File: src/rtl/dva_pkg.sv
`timescale 1ns / 1ps
`default_nettype none
// ----------------------------------------------------------------------------
// Drum voice allocator package
// Shared constants, codes and payload types of the voice allocator.
// ----------------------------------------------------------------------------
package dva_pkg;

   localparam int VOICES = 16;
   localparam int VIDX_W = $clog2(VOICES);
   localparam int CNT_W  = $clog2(VOICES + 1);
   localparam int AGE_W  = 16;
   localparam int THR_W  = 7;

   localparam logic [AGE_W-1:0] AGE_MAX   = 16'hFFFF;
   localparam logic [THR_W-1:0] THR_RESET = 7'd2;

   typedef enum logic [1:0] {
      OP_TICK    = 2'd0,
      OP_TRIGGER = 2'd1,
      OP_DONE    = 2'd2,
      OP_UNUSED  = 2'd3
   } op_type;

   typedef enum logic [1:0] {
      SEQ_IDLE,
      SEQ_TICK,
      SEQ_SCAN,
      SEQ_WRITE
   } seq_state_type;

   typedef enum logic [1:0] {
      WR_NONE,
      WR_AGE,
      WR_CLAIM,
      WR_FREE
   } wr_kind_type;

   typedef struct packed {
      op_type     op;
      logic [7:0] pad;
      logic [7:0] loudness;
      logic [3:0] finished_voice;
   } req_type;

   typedef struct packed {
      logic [3:0] voice_index;
      logic       stolen;
   } rsp_type;

   typedef struct packed {
      wr_kind_type       kind;
      logic [VIDX_W-1:0] idx;
      logic [AGE_W-1:0]  age;
      logic [7:0]        pad;
      logic [7:0]        loud;
   } voice_wr_type;

   typedef struct packed {
      logic             active;
      logic [AGE_W-1:0] age;
      logic [7:0]       pad;
      logic [7:0]       loud;
   } voice_rd_type;

endpackage
`default_nettype wire

File: src/rtl/dva_voice_bank.sv
`timescale 1ns / 1ps
`default_nettype none
// ----------------------------------------------------------------------------
// Voice bank
// Per-voice playing flag, age, pad and loudness with one read and one write.
// ----------------------------------------------------------------------------
module dva_voice_bank (
   input  wire logic                        clock,
   input  wire logic                        reset,
   input  wire dva_pkg::voice_wr_type       wr,
   input  wire logic [dva_pkg::VIDX_W-1:0]  rd_idx,
   output dva_pkg::voice_rd_type            rd
);
   import dva_pkg::*;

   logic             active_ff [VOICES];
   logic [AGE_W-1:0] age_ff    [VOICES];
   logic [7:0]       pad_ff    [VOICES];
   logic [7:0]       loud_ff   [VOICES];

   always_ff @(posedge clock) begin
      if (reset) begin
         for (int i = 0; i < VOICES; i++) begin
            active_ff[i] <= 1'b0;
         end
      end else begin
         case (wr.kind)
            WR_CLAIM: active_ff[wr.idx] <= 1'b1;
            WR_FREE:  active_ff[wr.idx] <= 1'b0;
            default:  ;
         endcase
      end
   end

   always_ff @(posedge clock) begin
      case (wr.kind)
         WR_AGE, WR_FREE: begin
            age_ff[wr.idx] <= wr.age;
         end
         WR_CLAIM: begin
            age_ff[wr.idx]  <= wr.age;
            pad_ff[wr.idx]  <= wr.pad;
            loud_ff[wr.idx] <= wr.loud;
         end
         default: ;
      endcase
   end

   always_comb begin
      rd.active = active_ff[rd_idx];
      rd.age    = age_ff[rd_idx];
      rd.pad    = pad_ff[rd_idx];
      rd.loud   = loud_ff[rd_idx];
   end

endmodule
`default_nettype wire

File: src/rtl/dva_sequencer.sv
`timescale 1ns / 1ps
`default_nettype none
// ----------------------------------------------------------------------------
// Allocation sequencer
// Walks the voice bank one voice per cycle for ticks and triggers.
// ----------------------------------------------------------------------------
module dva_sequencer (
   input  wire logic                        clock,
   input  wire logic                        reset,
   input  wire logic                        req_valid,
   output logic                             req_ready,
   input  wire dva_pkg::req_type            req_payload,
   input  wire logic [dva_pkg::THR_W-1:0]   thr,
   input  wire logic                        slot_free,
   output dva_pkg::voice_wr_type            wr,
   output logic [dva_pkg::VIDX_W-1:0]       rd_idx,
   input  wire dva_pkg::voice_rd_type       rd,
   output logic                             push,
   output dva_pkg::rsp_type                 result
);
   import dva_pkg::*;

   seq_state_type     state_ff, state_in;
   logic [VIDX_W-1:0] idx_ff, idx_in;
   logic [CNT_W-1:0]  cnt_ff, cnt_in;
   logic [VIDX_W-1:0] oldest_ff, oldest_in;
   logic [AGE_W-1:0]  oldest_age_ff, oldest_age_in;
   logic [VIDX_W-1:0] bypad_ff, bypad_in;
   logic [AGE_W-1:0]  bypad_age_ff, bypad_age_in;
   logic              have_pad_ff, have_pad_in;
   logic [7:0]        pad_ff, pad_in;
   logic [7:0]        loud_ff, loud_in;
   logic [VIDX_W-1:0] chosen_ff, chosen_in;
   logic              stolen_ff, stolen_in;

   logic              last;
   logic              match;
   logic              fin_ok;
   logic [THR_W-1:0]  need;
   logic [VIDX_W-1:0] pick;

   assign last   = (idx_ff == VIDX_W'(VOICES - 1));
   assign match  = (rd.pad == pad_ff) && (rd.loud < loud_ff);
   assign fin_ok = (32'(req_payload.finished_voice) < 32'(VOICES));
   assign need   = (thr == '0) ? THR_W'(1) : thr;

   always_comb begin
      if (!stolen_ff) begin
         pick = chosen_ff;
      end else if (have_pad_ff && (THR_W'(cnt_ff) >= need)) begin
         pick = bypad_ff;
      end else begin
         pick = oldest_ff;
      end
   end

   always_comb begin
      state_in = state_ff;
      case (state_ff)
         SEQ_IDLE: begin
            if (req_valid && req_payload.op == OP_TICK) begin
               state_in = SEQ_TICK;
            end else if (req_valid && req_payload.op == OP_TRIGGER) begin
               state_in = SEQ_SCAN;
            end
         end
         SEQ_TICK: begin
            if (last) begin
               state_in = SEQ_IDLE;
            end
         end
         SEQ_SCAN: begin
            if (!rd.active || last) begin
               state_in = SEQ_WRITE;
            end
         end
         SEQ_WRITE: begin
            if (slot_free) begin
               state_in = SEQ_IDLE;
            end
         end
         default: state_in = SEQ_IDLE;
      endcase
   end

   always_comb begin
      req_ready          = (state_ff == SEQ_IDLE);
      rd_idx             = idx_ff;
      push               = 1'b0;
      wr.kind            = WR_NONE;
      wr.idx             = idx_ff;
      wr.age             = '0;
      wr.pad             = pad_ff;
      wr.loud            = loud_ff;
      result.voice_index = 4'(pick);
      result.stolen      = stolen_ff;
      case (state_ff)
         SEQ_IDLE: begin
            if (req_valid && req_payload.op == OP_DONE && fin_ok) begin
               wr.kind = WR_FREE;
               wr.idx  = VIDX_W'(req_payload.finished_voice);
            end
         end
         SEQ_TICK: begin
            if (rd.active && rd.age != AGE_MAX) begin
               wr.kind = WR_AGE;
               wr.age  = rd.age + AGE_W'(1);
            end
         end
         SEQ_WRITE: begin
            if (slot_free) begin
               wr.kind = WR_CLAIM;
               wr.idx  = pick;
               push    = 1'b1;
            end
         end
         default: ;
      endcase
   end

   always_comb begin
      idx_in        = idx_ff;
      cnt_in        = cnt_ff;
      oldest_in     = oldest_ff;
      oldest_age_in = oldest_age_ff;
      bypad_in      = bypad_ff;
      bypad_age_in  = bypad_age_ff;
      have_pad_in   = have_pad_ff;
      pad_in        = pad_ff;
      loud_in       = loud_ff;
      chosen_in     = chosen_ff;
      stolen_in     = stolen_ff;
      case (state_ff)
         SEQ_IDLE: begin
            idx_in      = '0;
            cnt_in      = '0;
            have_pad_in = 1'b0;
            pad_in      = req_payload.pad;
            loud_in     = req_payload.loudness;
         end
         SEQ_TICK: begin
            if (!last) begin
               idx_in = idx_ff + VIDX_W'(1);
            end
         end
         SEQ_SCAN: begin
            if (!rd.active) begin
               chosen_in = idx_ff;
               stolen_in = 1'b0;
            end else begin
               if (idx_ff == '0 || rd.age > oldest_age_ff) begin
                  oldest_in     = idx_ff;
                  oldest_age_in = rd.age;
               end
               if (match) begin
                  cnt_in = cnt_ff + CNT_W'(1);
                  if (!have_pad_ff || rd.age > bypad_age_ff) begin
                     bypad_in     = idx_ff;
                     bypad_age_in = rd.age;
                     have_pad_in  = 1'b1;
                  end
               end
               if (last) begin
                  stolen_in = 1'b1;
               end else begin
                  idx_in = idx_ff + VIDX_W'(1);
               end
            end
         end
         default: ;
      endcase
   end

   always_ff @(posedge clock) begin
      if (reset) begin
         state_ff <= SEQ_IDLE;
      end else begin
         state_ff <= state_in;
      end
   end

   always_ff @(posedge clock) begin
      idx_ff        <= idx_in;
      cnt_ff        <= cnt_in;
      oldest_ff     <= oldest_in;
      oldest_age_ff <= oldest_age_in;
      bypad_ff      <= bypad_in;
      bypad_age_ff  <= bypad_age_in;
      have_pad_ff   <= have_pad_in;
      pad_ff        <= pad_in;
      loud_ff       <= loud_in;
      chosen_ff     <= chosen_in;
      stolen_ff     <= stolen_in;
   end

   a_trigger_starts_scan: assert property (@(posedge clock) disable iff (reset)
      (req_valid && req_ready && req_payload.op == OP_TRIGGER) |=> state_ff == SEQ_SCAN)
      else $error("trigger request did not start a scan");

   a_push_needs_slot: assert property (@(posedge clock) disable iff (reset)
      push |-> slot_free)
      else $error("result pushed into an occupied output slot");

   a_count_bounded: assert property (@(posedge clock) disable iff (reset)
      state_ff == SEQ_SCAN |-> 32'(cnt_ff) <= 32'(idx_ff))
      else $error("match count exceeds the number of scanned voices");

   a_claim_once: assert property (@(posedge clock) disable iff (reset)
      push |=> state_ff == SEQ_IDLE && !push)
      else $error("claim did not return the sequencer to idle");

endmodule
`default_nettype wire

File: src/rtl/drum_voice_allocator.sv
`timescale 1ns / 1ps
`default_nettype none
// ----------------------------------------------------------------------------
// Drum voice allocator
// Hands out playback voices to pad triggers, stealing a voice when none is free.
// ----------------------------------------------------------------------------
// A done request frees its voice as it is accepted; a tick walks all voices.
// A trigger scans one voice per cycle until a free voice or the end, then claims
// the voice and registers the result in the same cycle, once the result register is free.
// One request at a time: the input is held while a tick or trigger runs, and a
// trigger holds it longer while the result register is full.
// Reset clears every playing flag and sets the steal threshold to 2.
module drum_voice_allocator (
   input  wire logic                       clock,
   input  wire logic                       reset,
   input  wire logic                       req_valid,
   output logic                            req_ready,
   input  wire dva_pkg::req_type           req_payload,
   output logic                            rsp_valid,
   input  wire logic                       rsp_ready,
   output dva_pkg::rsp_type                rsp_payload,
   input  wire logic                       csr_valid,
   output logic                            csr_ready,
   input  wire logic [dva_pkg::THR_W-1:0]  csr_data
);
   import dva_pkg::*;

   logic [THR_W-1:0]  thr_ff;
   logic              rsp_valid_ff;
   rsp_type           rsp_payload_ff;
   logic              slot_free;
   logic              push;
   rsp_type           result;
   voice_wr_type      wr;
   voice_rd_type      rd;
   logic [VIDX_W-1:0] rd_idx;

   assign csr_ready   = 1'b1;
   assign slot_free   = !rsp_valid_ff || rsp_ready;
   assign rsp_valid   = rsp_valid_ff;
   assign rsp_payload = rsp_payload_ff;

   always_ff @(posedge clock) begin
      if (reset) begin
         thr_ff <= THR_RESET;
      end else if (csr_valid) begin
         thr_ff <= csr_data;
      end
   end

   always_ff @(posedge clock) begin
      if (reset) begin
         rsp_valid_ff <= 1'b0;
      end else if (push) begin
         rsp_valid_ff <= 1'b1;
      end else if (rsp_ready) begin
         rsp_valid_ff <= 1'b0;
      end
   end

   always_ff @(posedge clock) begin
      if (push) begin
         rsp_payload_ff <= result;
      end
   end

   dva_voice_bank u_bank (
      .clock  (clock),
      .reset  (reset),
      .wr     (wr),
      .rd_idx (rd_idx),
      .rd     (rd)
   );

   dva_sequencer u_seq (
      .clock       (clock),
      .reset       (reset),
      .req_valid   (req_valid),
      .req_ready   (req_ready),
      .req_payload (req_payload),
      .thr         (thr_ff),
      .slot_free   (slot_free),
      .wr          (wr),
      .rd_idx      (rd_idx),
      .rd          (rd),
      .push        (push),
      .result      (result)
   );

endmodule
`default_nettype wire

File: config.mk
export PLATFORM = sky130hd
export DESIGN_NAME = drum_voice_allocator
export DESIGN_NICKNAME = d
export VERILOG_FILES = /design/src/rtl/dva_pkg.sv /design/src/rtl/dva_voice_bank.sv /design/src/rtl/dva_sequencer.sv /design/src/rtl/drum_voice_allocator.sv
export SDC_FILE = /design/constraint.sdc
export NUM_CORES = 1
export LEC_CHECK = 0
export ABC_AREA = 1
export BUFFER_PORTS_ARGS = -buffer_cell sky130_fd_sc_hd__buf_2
export CORE_ASPECT_RATIO = 0.7
export CORE_MARGIN = 2
export CORE_UTILIZATION = 37
export CTS_CLUSTER_SIZE = 24
export DETAILED_ROUTE_END_ITERATION = 8
export SLEW_MARGIN = 20
export SYNTH_ARGS = -nofsm -noshare
export SYNTH_HDL_FRONTEND = slang
export SYNTH_SLANG_ARGS = --single-unit
File: constraint.sdc
create_clock -name clock -period 6.7 [get_ports clock]
set_input_delay 1.34 -clock clock [delete_from_list [all_inputs] [get_ports clock]]
set_output_delay 1.34 -clock clock [all_outputs]
set_load 0.005 [all_outputs]
==> reports/qor.log <==
[run_status] outcome completed
[detailed_routing] Via Count 17800
[sta] transition time of the tightest slew-check pin 1.09 ns
[clocking] TritonCTS clock tree yes
[clocking] Clock Tree Buf Depth 3
[pwr] combinational fraction of design power 27.9%
[setup_path] cell with the largest stage delay on the worst path sky130_fd_sc_hd__buf_4
[flow_run] Maximum Capacitance Violations 0
[clocking] count of H-tree levels built during CTS 2
[sta] Hold Fails Final Rpt 0
[grt] overall fraction of global-route tracks in use 18.0%
[placed_design] placed wire-length estimate 38400 um
[clocking] Worst-Skew Late Latency 0.64 ns
[detailed_routing] Iteration-0 DRC Markers 2220
[synthesis] Most used DFF post-synth sky130_fd_sc_hd__edfxtp_1
[clocking] cell chosen for the clock root sky130_fd_sc_hd__clkbuf_16
[clocking] TritonCTS buffer count 60
[clocking] Clk pin slew, worst setup/hold paths 0.06 ns
[sta] RSZ-0062 raised after global routing false
[sta] Setup Skew 0.0353 ns
[detailed_routing] per-cell via count in the routed design 5.17
[pwr] leakage 11.1 nW
[pwr] switching power 3.99 mW
[setup_path] critical path endpoint category register
[die] vertical die dimension 230 um
[synthesis] count of cell types in the netlist 43
[die] Die Area 75300 um^2
[die] standard cell core area 71900 um^2
[placed_design] placer congestion estimate 0.871
[synthesis] Ys Warns 0
[clocking] clock sink count 618
[grt] via count of the first global-routing pass 17100
[grt] largest net degree at the start of global routing 187
[pwr] proportion of power drawn by flip-flops and latches 43.1%
[sta] Total Negative Setup Slacks 0 ns
[setup_path] worst setup path category reg2reg
[detailed_routing] WL per Instance 19.8 um
[clocking] cts hold-fix bufs 0
[finish] final instance count without filler cells 3450
[pwr] share of total power consumed by net switching 34.8%
[synthesis] Seq/Total Area, Yosys 68.1%
[synthesis] biggest area contributors in the synthesized netlist sky130_fd_sc_hd__edfxtp_1 (67%), sky130_fd_sc_hd__nand2_1 (6.7%), sky130_fd_sc_hd__nor2_1 (4.7%)
[synthesis] net count after synthesis 2499
[synthesis] top cell type's share of synthesized area 67.1%
[finish] Synth-to-Final Area Change 11.1%
[synthesis] number of synthesized register bits 618
[sta] setup violators final 0
[finish] area taken by multi-input logic gates 7270 um^2
[sta] worst slew margin relative to its limit 27.3%
[setup_path] kind of launch point of the worst setup path register
[setup_path] cell repeated most along the worst path sky130_fd_sc_hd__nand2_1
[synthesis] count of mapped cells out of synthesis 2412
[setup_path] data arrival time of the critical path 5.31 ns
[die] starting density of the core 37.6%
[finish] Post-layout nets 2523
[pwr] IR Drop Worst-Case VDD 0.216 mV
[finish] FF+latch area 18400 um^2
[finish] number of antenna diodes 0
[min_path] path class of the lowest-slack min-delay path reg2reg
[detailed_routing] Antenna Nets Post-Route 0
[synthesis] biggest area consumer among synthesized cells sky130_fd_sc_hd__edfxtp_1
[pwr] internal power summed over all cells 7.46 mW
[die] Die Wd 327 um
[grt] GRT overflow 0
[placed_design] Port Buf Inserts 40
[synthesis] number of enable flip-flop cells after synthesis 604
[placed_design] number of placed instances with taps included 3340
[sta] period utilization 75.6%
[detailed_routing] number of design rule violations left after detail routing 0
[sta] maximum clock frequency 197 MHz
[detailed_routing] number of iterations in the first detailed-routing pass 5
[sta] post-route minimum period 5.06 ns
[synthesis] mean post-synth cell area 11.2 um^2
[setup_path] highest fanout seen on the critical path 114
[synthesis] area of the mapped netlist 27000 um^2
[detailed_routing] post-detailed-routing wire length 68400 um
[die] I/O pin total 42
[finish] Filler cells 6674
[setup_path] required time of the worst setup path 6.95 ns
[pwr] Clk pwr share 29.0%
[finish] share of cells above drive strength 1 9.58%
[die] number of rows in the core area 82
[pwr] cell area power density 381 nW/um^2
[setup_path] Max stage delay on crit path 0.84 ns
[sta] number of slew-limit violations in the final report 0
[grt] global-route wire length before repair 104000 um
[setup_path] cell-by-cell listing of the critical path inv_6 > buf_4 > o21ai_0 > o221ai_1 > nand3_1 > nand2_1 > ha_1 > a21oi_1 > o211ai_1 > nor2_1 > nand2_1 > nor2_1 > nand2_1 > a21oi_1
[clocking] Setup Fix Bufs, Post-CTS 0
[clocking] post-cts gate resize count 0
[grt] number of antenna violations at the first check in global routing 1
[synthesis] Async S/R FF share, synth 0%
==> state kept, by name (all words and copies together), names as in the netlist, 5 cells and up, named ones only <==
signal,count
u_bank.pad_ff,128
u_seq.bypad_age_ff,16
u_bank.active_ff,16
rsp_payload,5
u_seq.cnt_ff,5
u_seq.oldest_age_ff,16
thr_ff,7
u_bank.age_ff,256
u_bank.loud_ff,128
u_seq.loud_ff,8
u_seq.pad_ff,8
==> layout by cell type (no fill, tap or decap), drive strengths merged, types with 10 or more instances in the layout <==
cell type  Yosys  final
a21oi         50     50
buf           79     78
clkbuf        37     84
clkinv         3     24
dfxtp         14     14
edfxtp       604    604
ha            53     53
inv          187    188
nand2        501    501
nand3        208    208
nor2         358    358
o211ai        46     46
o21ai        196    196
o221ai        23     23
o22ai         10     10
==> per-layer routing <==
| metal | global-route usage [%] | vias to the layer above | part of all wire [%] |
|---|---|---|---|
| li1 | - | 8388 | - |
| met1 | 27.8 | 8677 | 48 |
| met5 | 0 | - | 0 |
| met3 | 3.08 | 85 | 8.1 |
| met2 | 26.4 | 690 | 43 |
| met4 | 4.06 | 0 | 1.7 |
==> critical path, delay by kind of cell (launching register included) <==
family          cells  cell delay [ns]
fa+ha+maj           1             0.24
buf+inv             2             1.53
simple gates        6             0.91
compound gates      5             1.30
flops               1             0.55
==> power groups by stage <==
stage	Sequential [mW]	Combinational [mW]	Clock [mW]
after detailed placement	5.01	3.15	0
after floorplan	4.85	2.35	0
final	4.93	3.20	3.32
after global placement	5.00	3.08	0
after global routing	4.97	3.57	3.52
after CTS	4.93	3.16	3.37
==> Yosys cell counts, types with 3 or more instances <==
library cell / number
sky130_fd_sc_hd__a21oi_1: 49
sky130_fd_sc_hd__and2_1: 4
sky130_fd_sc_hd__buf_1: 3
sky130_fd_sc_hd__buf_2: 41
sky130_fd_sc_hd__buf_4: 18
sky130_fd_sc_hd__buf_6: 15
sky130_fd_sc_hd__clkbuf_1: 37
sky130_fd_sc_hd__clkinv_1: 3
sky130_fd_sc_hd__dfxtp_1: 14
sky130_fd_sc_hd__edfxtp_1: 604
sky130_fd_sc_hd__ha_1: 53
sky130_fd_sc_hd__inv_1: 178
sky130_fd_sc_hd__inv_2: 7
sky130_fd_sc_hd__nand2_1: 481
sky130_fd_sc_hd__nand2_2: 16
sky130_fd_sc_hd__nand2_4: 4
sky130_fd_sc_hd__nand3_1: 208
sky130_fd_sc_hd__nand4_1: 6
sky130_fd_sc_hd__nor2_1: 341
sky130_fd_sc_hd__nor2_2: 14
sky130_fd_sc_hd__nor2_4: 3
sky130_fd_sc_hd__nor3_1: 3
sky130_fd_sc_hd__o211ai_1: 46
sky130_fd_sc_hd__o21a_1: 3
sky130_fd_sc_hd__o21ai_0: 177
sky130_fd_sc_hd__o21ai_1: 19
sky130_fd_sc_hd__o221ai_1: 23
sky130_fd_sc_hd__o22ai_1: 10
sky130_fd_sc_hd__or2_2: 8
sky130_fd_sc_hd__xnor2_1: 5
==> area by class of cell <==
class                           instances  area share, %
Sequential cell                       618           61.3
Multi-Input combinational cell       1488           24.2
Timing Repair Buffer                   78           1.70
Tap cell                              966           4.02
Inverter                              190           2.40
Clock inverter                         26          0.700
Clock buffer                           84           5.64
==> worst paths after layout <==
check / start / to / slack (ns) / cells past startpoint
max: register / u_seq.cnt_ff[0] / 1.64 / 14
min: thr_ff[5] / thr_ff[5] / 0.50 / 2
max reg2reg: register / u_seq.cnt_ff[0] / 1.64 / 14
min reg2reg: thr_ff[5] / thr_ff[5] / 0.50 / 2
==> through the flow <==
stage	setup WS, ns	area [um^2]	power, mW	hold slack, ns	utilization [%]
floorplan	2.89	27000	7.20	0.448	-
global placement	1.78	28100	8.09	0.471	39.1
detailed placement	1.72	28100	8.16	0.483	39.1
CTS	1.68	30000	11.5	0.493	41.7
global route	1.28	30000	12.1	0.531	41.8
finish	1.64	30000	11.4	0.503	41.8
==> logic make-up after synthesis <==
logic type | Yosys count | synth area share (%)
compound gates | 335 | 7.13
xor+xnor | 7 | 0.227
fa+ha+maj | 53 | 2.45
buf+inv | 306 | 5.20
flops | 618 | 68.1
other cells | 1 | 0.0139
simple gates | 1092 | 16.9
Power figures use the tool's default switching activity.
